<file path="config.mk">
export PLATFORM = sky130hd
export DESIGN_NAME = regular_polygon_vertex_generator_core
export DESIGN_NICKNAME = d
export VERILOG_FILES = /design/src/hdl/rpvg_pkg.sv /design/src/hdl/rpvg_fifo.sv /design/src/hdl/rpvg_front.sv /design/src/hdl/rpvg_back.sv /design/src/hdl/regular_polygon_vertex_generator_core.sv
export VERILOG_INCLUDE_DIRS = /design/src /design/src/hdl
export SDC_FILE = /design/constraint.sdc
export NUM_CORES = 2
export LEC_CHECK = 0
export BUFFER_PORTS_ARGS = -buffer_cell sky130_fd_sc_hd__buf_2
export CORE_ASPECT_RATIO = 2
export CORE_MARGIN = 3
export CORE_UTILIZATION = 45
export DETAILED_ROUTE_END_ITERATION = 8
export HOLD_SLACK_MARGIN = 0.05
export PLACE_DENSITY = 0.66
export RECOVER_POWER = 25
export SLEW_MARGIN = 20
export SYNTH_ARGS = -nofsm -noshare
export SYNTH_HDL_FRONTEND = slang
export SYNTH_SLANG_ARGS = --single-unit
</file>
<file path="constraint.sdc">
create_clock -name clk -period 10 [get_ports clk]
set_clock_uncertainty 0.05 [all_clocks]
set_input_delay 3 -clock clk [delete_from_list [all_inputs] [get_ports clk]]
set_output_delay 3 -clock clk [all_outputs]
set_load 0.03 [all_outputs]
</file>
<file path="src/hdl/regular_polygon_vertex_generator_core_assert.svh">
// Assertion macros for the polygon vertex generator.
// Expects signals named clk and rst_n in the scope where a macro is used.
`ifndef REGULAR_POLYGON_VERTEX_GENERATOR_CORE_ASSERT_SVH
`define REGULAR_POLYGON_VERTEX_GENERATOR_CORE_ASSERT_SVH

// same-cycle implication
`define RPVG_ASSERT_IMP(lbl, ante, cons, msg) \
  lbl: assert property (@(posedge clk) disable iff (!rst_n) (ante) |-> (cons)) \
    else $error(msg);

// next-cycle implication
`define RPVG_ASSERT_NXT(lbl, ante, cons, msg) \
  lbl: assert property (@(posedge clk) disable iff (!rst_n) (ante) |=> (cons)) \
    else $error(msg);

`endif

</file>
<file path="src/hdl/rpvg_pkg.sv">
// Shared types, constants and functions of the polygon vertex generator.
// No dependencies.
package rpvg_pkg;

  localparam int COORD_W      = 16;
  localparam int RAD_W        = 15;
  localparam int SIDES_W      = 6;
  localparam int ANG_W        = 16;
  localparam int ATAN_ENTRIES = 24;
  localparam int XW           = 34;  // CORDIC x/y datapath, 16 fraction bits plus headroom
  localparam int ZW           = 33;  // CORDIC angle, 2^32 units per turn, signed
  localparam int QW           = 17;  // angle step accumulator, holds one full turn
  localparam int GAIN_W       = 30;
  localparam int PROD_W       = RAD_W + GAIN_W;
  localparam logic [GAIN_W-1:0] GAIN_Q30 = 30'd652032874;
  localparam logic [QW-1:0] TURN = 17'h10000;

  typedef enum logic [2:0] {
    F_IDLE = 3'b001,
    F_DIV  = 3'b010,
    F_PUSH = 3'b100
  } front_state_t;

  typedef enum logic [3:0] {
    B_IDLE = 4'b0001,
    B_LOAD = 4'b0010,
    B_ITER = 4'b0100,
    B_POST = 4'b1000
  } back_state_t;

  // one accepted polygon, with the per-vertex step TURN / n as quotient and remainder
  typedef struct packed {
    logic [SIDES_W-1:0]        n;
    logic signed [COORD_W-1:0] cx;
    logic signed [COORD_W-1:0] cy;
    logic [RAD_W-1:0]          rad;
    logic [ANG_W-1:0]          start;
    logic [QW-1:0]             quo;
    logic [SIDES_W-1:0]        rem;
  } job_t;

  typedef struct packed {
    logic full;
    logic empty;
  } q_stat_t;

  function automatic logic [31:0] atan_lut(input logic [4:0] idx);
    logic [31:0] v;
    unique case (idx)
      5'd0:  v = 32'h20000000;
      5'd1:  v = 32'h12E4051E;
      5'd2:  v = 32'h09FB385B;
      5'd3:  v = 32'h051111D4;
      5'd4:  v = 32'h028B0D43;
      5'd5:  v = 32'h0145D7E1;
      5'd6:  v = 32'h00A2F61E;
      5'd7:  v = 32'h00517C55;
      5'd8:  v = 32'h0028BE53;
      5'd9:  v = 32'h00145F2F;
      5'd10: v = 32'h000A2F98;
      5'd11: v = 32'h000517CC;
      5'd12: v = 32'h00028BE6;
      5'd13: v = 32'h000145F3;
      5'd14: v = 32'h0000A2FA;
      5'd15: v = 32'h0000517D;
      5'd16: v = 32'h000028BE;
      5'd17: v = 32'h0000145F;
      5'd18: v = 32'h00000A30;
      5'd19: v = 32'h00000518;
      5'd20: v = 32'h0000028C;
      5'd21: v = 32'h00000146;
      5'd22: v = 32'h000000A3;
      5'd23: v = 32'h00000051;
      default: v = 32'h0;
    endcase
    return v;
  endfunction

  // clamp a 19-bit signed sum to the signed coordinate range
  function automatic logic [COORD_W-1:0] sat_coord(input logic [COORD_W+2:0] s);
    logic [COORD_W-1:0] v;
    if (!s[COORD_W+2] && (s[COORD_W+1:COORD_W-1] != 3'b000))
      v = {1'b0, {(COORD_W-1){1'b1}}};
    else if (s[COORD_W+2] && (s[COORD_W+1:COORD_W-1] != 3'b111))
      v = {1'b1, {(COORD_W-1){1'b0}}};
    else
      v = s[COORD_W-1:0];
    return v;
  endfunction

endpackage

</file>
<file path="src/hdl/rpvg_fifo.sv">
// Two-entry job queue between the request front end and the vertex engine.
// Depends on rpvg_pkg.
module rpvg_fifo import rpvg_pkg::*; (
  input  logic    clk,
  input  logic    rst_n,
  input  logic    push,
  input  job_t    push_job,
  input  logic    pop,
  output job_t    pop_job,
  output q_stat_t stat
);

  job_t       mem_r [2];
  logic       wr_ptr_r, rd_ptr_r;
  logic [1:0] cnt_r;
  logic       do_push, do_pop;

  assign stat.full  = (cnt_r == 2'd2);
  assign stat.empty = (cnt_r == 2'd0);
  assign do_push    = push && !stat.full;
  assign do_pop     = pop && !stat.empty;
  assign pop_job    = mem_r[rd_ptr_r];

  always_ff @(posedge clk) begin
    if (!rst_n) begin
      wr_ptr_r <= 1'b0;
      rd_ptr_r <= 1'b0;
      cnt_r    <= 2'd0;
    end else begin
      if (do_push) wr_ptr_r <= ~wr_ptr_r;
      if (do_pop)  rd_ptr_r <= ~rd_ptr_r;
      if (do_push && !do_pop)      cnt_r <= cnt_r + 2'd1;
      else if (do_pop && !do_push) cnt_r <= cnt_r - 2'd1;
    end
  end

  always_ff @(posedge clk) begin
    if (do_push) mem_r[wr_ptr_r] <= push_job;
  end

endmodule

</file>
<file path="src/hdl/rpvg_front.sv">
// Request front end: takes a polygon item, drops bad side counts and
// divides one turn by the side count bit-serially. Depends on rpvg_pkg.
module rpvg_front import rpvg_pkg::*; #(
  parameter int MAX_SIDES = 63
) (
  input  logic        clk,
  input  logic        rst_n,
  input  logic        in_tvalid,
  output logic        in_tready,
  input  logic [71:0] in_tdata,
  output logic        push,
  output job_t        push_job,
  input  q_stat_t     q_stat
);

  front_state_t       state_r, state_nxt;
  job_t               job_r, job_nxt;
  logic [4:0]         cnt_r, cnt_nxt;
  logic [SIDES_W:0]   trial;
  logic               accept, req_ok;

  assign in_tready = (state_r == F_IDLE);
  assign accept    = in_tvalid && in_tready;
  assign req_ok    = (in_tdata[5:0] >= SIDES_W'(3)) &&
                     (in_tdata[5:0] <= SIDES_W'(MAX_SIDES));
  assign push      = (state_r == F_PUSH) && !q_stat.full;
  assign push_job  = job_r;
  // restoring division: shift in the next dividend bit, subtract when it fits
  assign trial     = {job_r.rem, TURN[cnt_r]};

  always_comb begin
    state_nxt = state_r;
    job_nxt   = job_r;
    cnt_nxt   = cnt_r;
    unique case (state_r)
      F_IDLE: begin
        if (accept && req_ok) begin
          job_nxt.n     = in_tdata[5:0];
          job_nxt.cx    = in_tdata[21:6];
          job_nxt.cy    = in_tdata[37:22];
          job_nxt.rad   = in_tdata[52:38];
          job_nxt.start = in_tdata[68:53];
          job_nxt.quo   = '0;
          job_nxt.rem   = '0;
          cnt_nxt       = 5'(QW - 1);
          state_nxt     = F_DIV;
        end
      end
      F_DIV: begin
        if (trial >= {1'b0, job_r.n}) begin
          job_nxt.rem = SIDES_W'(trial - {1'b0, job_r.n});
          job_nxt.quo = {job_r.quo[QW-2:0], 1'b1};
        end else begin
          job_nxt.rem = trial[SIDES_W-1:0];
          job_nxt.quo = {job_r.quo[QW-2:0], 1'b0};
        end
        if (cnt_r == 5'd0) state_nxt = F_PUSH;
        else               cnt_nxt = cnt_r - 5'd1;
      end
      F_PUSH: begin
        if (!q_stat.full) state_nxt = F_IDLE;
      end
      default: state_nxt = F_IDLE;
    endcase
  end

  always_ff @(posedge clk) begin
    if (!rst_n) state_r <= F_IDLE;
    else        state_r <= state_nxt;
  end

  always_ff @(posedge clk) begin
    job_r <= job_nxt;
    cnt_r <= cnt_nxt;
  end

endmodule

</file>
<file path="src/hdl/rpvg_back.sv">
// Vertex engine: walks the n+1 vertices of a queued job, runs an iterative
// CORDIC per vertex and drives the output register. Depends on rpvg_pkg.
module rpvg_back import rpvg_pkg::*; #(
  parameter int CORDIC_STEPS = 16
) (
  input  logic                clk,
  input  logic                rst_n,
  input  q_stat_t             q_stat,
  input  job_t                pop_job,
  output logic                pop,
  output logic                out_tvalid,
  input  logic                out_tready,
  output logic [COORD_W-1:0]  out_x,
  output logic [COORD_W-1:0]  out_y,
  output logic [SIDES_W-1:0]  out_num,
  output logic                out_tlast
);

  localparam int NSTEP = (CORDIC_STEPS > ATAN_ENTRIES) ? ATAN_ENTRIES : CORDIC_STEPS;
  localparam int IT_W  = $clog2(NSTEP);

  back_state_t               state_r, state_nxt;
  job_t                      job_r, job_nxt;
  logic [SIDES_W-1:0]        vidx_r, vidx_nxt;
  logic [QW-1:0]             accq_r, accq_nxt;
  logic [SIDES_W-1:0]        accr_r, accr_nxt;
  logic                      flip_r, flip_nxt;
  logic signed [XW-1:0]      x_r, x_nxt, y_r, y_nxt;
  logic signed [ZW-1:0]      z_r, z_nxt;
  logic [IT_W-1:0]           it_r, it_nxt;
  logic                      ovalid_r, ovalid_nxt;
  logic [COORD_W-1:0]        ox_r, ox_nxt, oy_r, oy_nxt;
  logic [SIDES_W-1:0]        onum_r, onum_nxt;
  logic                      olast_r, olast_nxt;

  logic [ANG_W-1:0]          ang, angf;
  logic [PROD_W-1:0]         prod;
  logic signed [XW-1:0]      dx, dy, xf, yf, xrnd, yrnd;
  logic signed [ZW-1:0]      at;
  logic [COORD_W+2:0]        sx, sy;
  logic [SIDES_W:0]          rsum;
  logic                      carry, out_free, is_last;

  assign pop        = (state_r == B_IDLE) && !q_stat.empty;
  assign out_free   = !ovalid_r || out_tready;
  assign is_last    = (vidx_r == job_r.n);
  assign out_tvalid = ovalid_r;
  assign out_x      = ox_r;
  assign out_y      = oy_r;
  assign out_num    = onum_r;
  assign out_tlast  = olast_r;

  always_comb begin
    // angle of the current vertex; left half plane is turned by half a turn
    ang  = job_r.start + accq_r[ANG_W-1:0];
    angf = (ang[15] ^ ang[14]) ? (ang ^ 16'h8000) : ang;
    prod = PROD_W'(job_r.rad) * PROD_W'(GAIN_Q30);
    dx   = y_r >>> it_r;
    dy   = x_r >>> it_r;
    at   = {1'b0, atan_lut(5'(it_r))};
    xf   = flip_r ? -x_r : x_r;
    yf   = flip_r ? -y_r : y_r;
    xrnd = xf + XW'(32768);
    yrnd = yf + XW'(32768);
    sx   = {xrnd[XW-1], xrnd[XW-1:16]} + {{3{job_r.cx[COORD_W-1]}}, job_r.cx};
    sy   = {yrnd[XW-1], yrnd[XW-1:16]} + {{3{job_r.cy[COORD_W-1]}}, job_r.cy};
    rsum = {1'b0, accr_r} + {1'b0, job_r.rem};
    carry = (rsum >= {1'b0, job_r.n});
  end

  always_comb begin
    state_nxt  = state_r;
    job_nxt    = job_r;
    vidx_nxt   = vidx_r;
    accq_nxt   = accq_r;
    accr_nxt   = accr_r;
    flip_nxt   = flip_r;
    x_nxt      = x_r;
    y_nxt      = y_r;
    z_nxt      = z_r;
    it_nxt     = it_r;
    ovalid_nxt = ovalid_r && !out_tready;
    ox_nxt     = ox_r;
    oy_nxt     = oy_r;
    onum_nxt   = onum_r;
    olast_nxt  = olast_r;
    unique case (state_r)
      B_IDLE: begin
        if (!q_stat.empty) begin
          job_nxt   = pop_job;
          vidx_nxt  = '0;
          accq_nxt  = '0;
          accr_nxt  = pop_job.n >> 1;
          state_nxt = B_LOAD;
        end
      end
      B_LOAD: begin
        flip_nxt  = ang[15] ^ ang[14];
        z_nxt     = {{(ZW-32){angf[15]}}, angf, 16'h0000};
        x_nxt     = XW'(prod[PROD_W-1:14]);
        y_nxt     = '0;
        it_nxt    = '0;
        state_nxt = B_ITER;
      end
      B_ITER: begin
        if (!z_r[ZW-1]) begin
          x_nxt = x_r - dx;
          y_nxt = y_r + dy;
          z_nxt = z_r - at;
        end else begin
          x_nxt = x_r + dx;
          y_nxt = y_r - dy;
          z_nxt = z_r + at;
        end
        if (it_r == IT_W'(NSTEP - 1)) state_nxt = B_POST;
        else                          it_nxt = it_r + IT_W'(1);
      end
      B_POST: begin
        if (out_free) begin
          ovalid_nxt = 1'b1;
          ox_nxt     = sat_coord(sx);
          oy_nxt     = sat_coord(sy);
          onum_nxt   = vidx_r;
          olast_nxt  = is_last;
          if (is_last) begin
            state_nxt = B_IDLE;
          end else begin
            vidx_nxt  = vidx_r + SIDES_W'(1);
            accr_nxt  = carry ? SIDES_W'(rsum - {1'b0, job_r.n}) : rsum[SIDES_W-1:0];
            accq_nxt  = accq_r + job_r.quo + QW'(carry);
            state_nxt = B_LOAD;
          end
        end
      end
      default: state_nxt = B_IDLE;
    endcase
  end

  always_ff @(posedge clk) begin
    if (!rst_n) begin
      state_r  <= B_IDLE;
      ovalid_r <= 1'b0;
    end else begin
      state_r  <= state_nxt;
      ovalid_r <= ovalid_nxt;
    end
  end

  always_ff @(posedge clk) begin
    job_r   <= job_nxt;
    vidx_r  <= vidx_nxt;
    accq_r  <= accq_nxt;
    accr_r  <= accr_nxt;
    flip_r  <= flip_nxt;
    x_r     <= x_nxt;
    y_r     <= y_nxt;
    z_r     <= z_nxt;
    it_r    <= it_nxt;
    ox_r    <= ox_nxt;
    oy_r    <= oy_nxt;
    onum_r  <= onum_nxt;
    olast_r <= olast_nxt;
  end

endmodule

</file>
<file path="src/hdl/regular_polygon_vertex_generator_core.sv">
// Top level of the regular polygon vertex generator.
// Depends on rpvg_pkg, rpvg_front, rpvg_fifo, rpvg_back and the assertion header.
//
//   channel | dir | ports                    | item
//   --------+-----+--------------------------+----------------------------------
//   in_     | in  | tvalid tready tdata      | one polygon request
//   out_    | out | tvalid tready tdata tlast| one vertex, tlast on closing one
//
// A request is divided in the front end (TURN / side count) and handed off to the
// job queue, then taken by the vertex engine, which for each of its n + 1 vertices
// runs a load step with the radius multiply, the CORDIC iterations and an output
// step. The two-entry queue lets the next request be divided while the engine
// works. Side counts below three or above MAX_SIDES are accepted and dropped.
// Reset is synchronous, active low; a stalled output holds the engine in its
// output step.
module regular_polygon_vertex_generator_core import rpvg_pkg::*; #(
  parameter int MAX_SIDES    = 63,
  parameter int CORDIC_STEPS = 16
) (
  input  logic        clk,
  input  logic        rst_n,
  input  logic        in_tvalid,
  output logic        in_tready,
  // side_count[5:0], center_x[21:6], center_y[37:22], circum_radius[52:38],
  // start_rotation[68:53], zero fill [71:69]
  input  logic [71:0] in_tdata,
  output logic        out_tvalid,
  input  logic        out_tready,
  // vertex_x[15:0], vertex_y[31:16], vertex_number[37:32], zero fill [39:38]
  output logic [39:0] out_tdata,
  output logic        out_tlast
);

  q_stat_t            q_stat;
  job_t               push_job, pop_job;
  logic               q_push, q_pop;
  logic [COORD_W-1:0] vx, vy;
  logic [SIDES_W-1:0] vnum;

  rpvg_front #(.MAX_SIDES(MAX_SIDES)) u_front (
    .clk      (clk),
    .rst_n    (rst_n),
    .in_tvalid(in_tvalid),
    .in_tready(in_tready),
    .in_tdata (in_tdata),
    .push     (q_push),
    .push_job (push_job),
    .q_stat   (q_stat)
  );

  rpvg_fifo u_fifo (
    .clk     (clk),
    .rst_n   (rst_n),
    .push    (q_push),
    .push_job(push_job),
    .pop     (q_pop),
    .pop_job (pop_job),
    .stat    (q_stat)
  );

  rpvg_back #(.CORDIC_STEPS(CORDIC_STEPS)) u_back (
    .clk       (clk),
    .rst_n     (rst_n),
    .q_stat    (q_stat),
    .pop_job   (pop_job),
    .pop       (q_pop),
    .out_tvalid(out_tvalid),
    .out_tready(out_tready),
    .out_x     (vx),
    .out_y     (vy),
    .out_num   (vnum),
    .out_tlast (out_tlast)
  );

  assign out_tdata = {2'b00, vnum, vy, vx};

`include "regular_polygon_vertex_generator_core_assert.svh"

  `RPVG_ASSERT_IMP(a_no_overflow, q_push, !q_stat.full, "push into full job queue")
  `RPVG_ASSERT_IMP(a_no_underflow, q_pop, !q_stat.empty, "pop from empty job queue")
  `RPVG_ASSERT_NXT(a_front_free, q_push, in_tready, "front not ready after handing off")
  `RPVG_ASSERT_IMP(a_last_index, out_tvalid && out_tlast, (vnum >= SIDES_W'(3)) && (vnum <= SIDES_W'(MAX_SIDES)), "closing vertex index out of range")

endmodule

</file>
==> results_tabular.tex <==
\begin{tabular}{lr}
\hline
Metric & Value \\
\hline
\multicolumn{2}{l}{\textbf{GRT}} \\
Grt met3 use & 0.0246 \\
Vias in the first global route & 31700 \\
Gr usage total & 0.218 \\
Largest net degree at the start of global routing & 74 \\
Busiest metal layer after global routing & met2 \\
Met1 Usage GRT & 0.217 \\
Wire length of the first global-routing pass & 171 mm \\
Final global-route overflow total & 0 \\
Global-route track usage on met2 & 0.417 \\
Number of antenna violations at the first check in global routing & 8 \\
\multicolumn{2}{l}{\textbf{Floorplanning}} \\
Placeable core region & roughly 95000 sq um \\
Effective utilization at floorplan & 0.455 \\
Chip Width & roughly 230 microns \\
Std cell rows & 160 \\
Number of ports placed on the die boundary & between 100 and 150 \\
Y dimension of the die & about 450 microns \\
Die Footprint & 100000 sq um \\
\multicolumn{2}{l}{\textbf{Setup path}} \\
Cell mode on critical path & fa\_1 \\
Worst reg2reg startpoint & u\_back.job\_r[46]\$\_DFFE\_PP\_ \\
Top delay family on crit path & adder cells \\
Reg2reg end & u\_back.x\_r[30]\$\_DFFE\_PP\_ \\
Category of the worst setup path capture point & register \\
Largest stage delay, worst path & 710 ps \\
CP Depth & 22 \\
Critical path origin & u\_back.job\_r[46]\$\_DFFE\_PP\_ \\
Top fanout value on the critical path & 8 \\
Worst reg2reg setup slack & 2240 ps \\
Buffers plus inverters on the worst setup path & 5 \\
Data required time at the worst endpoint & 10250 ps \\
Worst EP arrival & 8000 ps \\
Kind of critical path & reg2reg \\
Slowest stage cell on the critical path & fa\_1 \\
Worst Reg2Reg Path Length in Cells & 22 \\
Capturing instance or port of the critical path & u\_back.x\_r[30]\$\_DFFE\_PP\_ \\
Kind of launch point of the worst setup path & register \\
Worst-path cell chain & ha\_1, inv\_1, fa\_1, inv\_1, fa\_1, fa\_1, fa\_1, inv\_1, fa\_1, inv\_1, ha\_1, a21o\_1, a31o\_2, a21oi\_1, o21ai\_0, buf\_4, a311oi\_1, a31oi\_1, o21ai\_0, o2111ai\_1, xnor2\_1, mux2i\_1 \\
\multicolumn{2}{l}{\textbf{Timing}} \\
Min cycle time layout & $\sim$7800 ps \\
Total Negative Setup Slacks & 0 ps \\
RSZ-0062 raised after global routing & false \\
Final max-slew violation count & 273 \\
Final Worst Setup Slack & between 2000 and 2500 ps \\
Ratio of final minimum period to clock period & 0.776 \\
Worst slew slack as a fraction of its limit & -1.42 \\
Tightest hold margin & between 300 and 400 ps \\
Setup violations, final & 0 \\
Number of failing hold endpoints at the final stage & 0 \\
Worst-Margin Slew & 3620 ps \\
Highest achievable clock rate & 129 MHz \\
\multicolumn{2}{l}{\textbf{Yosys}} \\
Flops \& latches, synth & 586 \\
Cell type with the largest total area after synthesis & edfxtp\_1 \\
Most used flip-flop cell after synthesis & edfxtp\_1 \\
Seq/Total Area, Yosys & 0.395 \\
Share of flip-flops with an asynchronous set or reset after synthesis & 0 \\
Yosys warns & 0 \\
Post-Syn Area per Cell & about 11 sq um \\
Post-synth EDFFs & 542 \\
Gate Count Post-Synth & 4000 \\
Number of distinct library cell variants in the gate-level netlist after synthesis & 94 \\
Commonest cells in the synthesized netlist & 542 x edfxtp\_1, 350 x ha\_1, 319 x inv\_1 \\
Most frequent cell after synthesis & edfxtp\_1 \\
Ranking of synthesized cells by area & edfxtp\_1 37\%, ha\_1 10\%, fa\_1 7.5\%, mux4\_2 3.8\%, xnor2\_1 3.6\% \\
Area of the mapped netlist & 43400 sq um \\
Top-area cell type share of the netlist area & 0.375 \\
\multicolumn{2}{l}{\textbf{Route}} \\
DRC violation count after routing & 0 \\
Number of nets still failing antenna checks after routing & 0 \\
Total number of vias & 30900 \\
Post-detailed-route via-to-cell ratio & 5.79 \\
Total length of routed wires & $\sim$110 mm \\
Iteration-0 DRC count of the detailed router & 1618 \\
Detail-routed net length per standard cell & 20.7 microns \\
First-pass iteration count of the detailed router & 7 \\
\multicolumn{2}{l}{\textbf{Cells and area}} \\
Final-layout fill cell count & 8511 \\
Number of nets in the final layout & between 4000 and 5000 \\
Layout-stage area growth over the synthesis result & 8.75\% \\
Fraction of layout instances using a drive strength above 1 & 0.120 \\
\multicolumn{2}{l}{\textbf{CTS}} \\
Quantity of gates resized following cts & 0 \\
Post-CTS setup buffer count & 0 \\
CTS clock-pin slew for the worst setup and hold paths & 70 ps \\
Clock sink count & 586 \\
Number of H-tree levels & 2 \\
TritonCTS clock tree & yes \\
Clock insertion delay at the later pin of the skew report & 670 ps \\
Number of hold buffers added after CTS & 0 \\
Number of buffers created by CTS & 54 \\
Clk root buf & clkbuf\_16 \\
CTS Buffer Depth & 3 \\
\multicolumn{2}{l}{\textbf{Placed design}} \\
Worst slack at placement & about 2200 ps \\
Weighted congestion at the end of routability-driven global placement & 0.965 \\
I/O Buffers & 113 \\
Post-DP HPWL & 85.5 mm \\
\multicolumn{2}{l}{\textbf{Status}} \\
Violated checks & max-capacitance violations, max-slew violations \\
Outcome & complete, but fails checks \\
\multicolumn{2}{l}{\textbf{Run}} \\
Max-cap violation count & 6 \\
\multicolumn{2}{l}{\textbf{Min path}} \\
HP Class & reg2reg \\
\hline
\end{tabular}
## placed cells by master (no fill, tap or decap), types with 67 or more instances in the layout
cell type,count
xor2_1,165
a21oi_1,266
mux4_2,73
ha_1,350
nor2_1,306
buf_2,113
o21ai_0,193
xnor2_1,177
a21o_1,87
fa_1,163
edfxtp_1,542
mux2_2,115
nand2_1,222
nor3_1,67
inv_1,318
## worst min-delay path by stage
stage	from	endpoint	cells past startpoint
detailed placement	u_front.push_job[42]$_DFFE_PP_	u_fifo.mem_r[0][42]$_DFFE_PP_	0
floorplan	u_front.push_job[21]$_SDFFCE_PN0P_	u_fifo.mem_r[0][21]$_DFFE_PP_	0
global placement	u_front.push_job[21]$_SDFFCE_PN0P_	u_fifo.mem_r[1][21]$_DFFE_PP_	0
global route	u_front.push_job[56]$_DFFE_PP_	u_fifo.mem_r[0][56]$_DFFE_PP_	0
CTS	u_front.push_job[82]$_DFFE_PP_	u_fifo.mem_r[1][82]$_DFFE_PP_	0
finish	u_front.push_job[56]$_DFFE_PP_	u_fifo.mem_r[0][56]$_DFFE_PP_	0
## through the flow
stage | cells | area, sq um | utilization
final | 5330 | 47200 | 0.494
after global routing | 5329 | 47200 | 0.494
after CTS | 5329 | 47300 | 0.495
after detailed placement | 5227 | 45300 | 0.474
after global placement | 5227 | 45300 | 0.474
after floorplan | 4001 | 43400 | -
## metal layers
layer | share of wire | wire, microns
met5 | 0.00023 | 25
met2 | 0.54 | 59700
met4 | 0.080 | 8830
met3 | 0.038 | 4190
met1 | 0.34 | 37300
## cell families (layout without fill, tap and decap cells)
logic type,Yosys count,count (layout),synth area share
AOI/OAI and AO/OA,889,889,0.130
xor gates and xnor gates,342,342,0.0690
adders and majority gates,514,514,0.176
buffers and inverters,470,583,0.0429
DFF,586,586,0.395
muxes,234,234,0.0784
other,1,3,0.0000864
and+or+nand+nor,964,964,0.108
## final cells by class
| type | count | area (sq um) | area share |
|---|---|---|---|
| Sequential cell | 586 | 17200 | 0.363 |
| Timing Repair Buffer | 161 | 900 | 0.0191 |
| Clock buffer | 62 | 1380 | 0.0293 |
| Clock inverter | 40 | 587 | 0.0124 |
| Tap cell | 1215 | 1520 | 0.0322 |
| Multi-Input combinational cell | 2945 | 24500 | 0.518 |
| Inverter | 320 | 1200 | 0.0255 |
| Antenna cell | 1 | 2.50 | 0.0000530 |
## sequential cells by signal (all words and copies together) (netlist names), 30 cells and up, named ones only
| signal | count |
|---|---|
| u_back.z_r | 33 |
| u_front.push_job | 91 |
| u_back.x_r | 34 |
| u_back.at | 30 |
| u_fifo.mem_r | 182 |
| u_back.y_r | 34 |
| u_back.job_r | 91 |
Power is left out: the tool's default activity adds up to more than one toggle a clock period on the data nets, which glitch-free logic cannot reach.
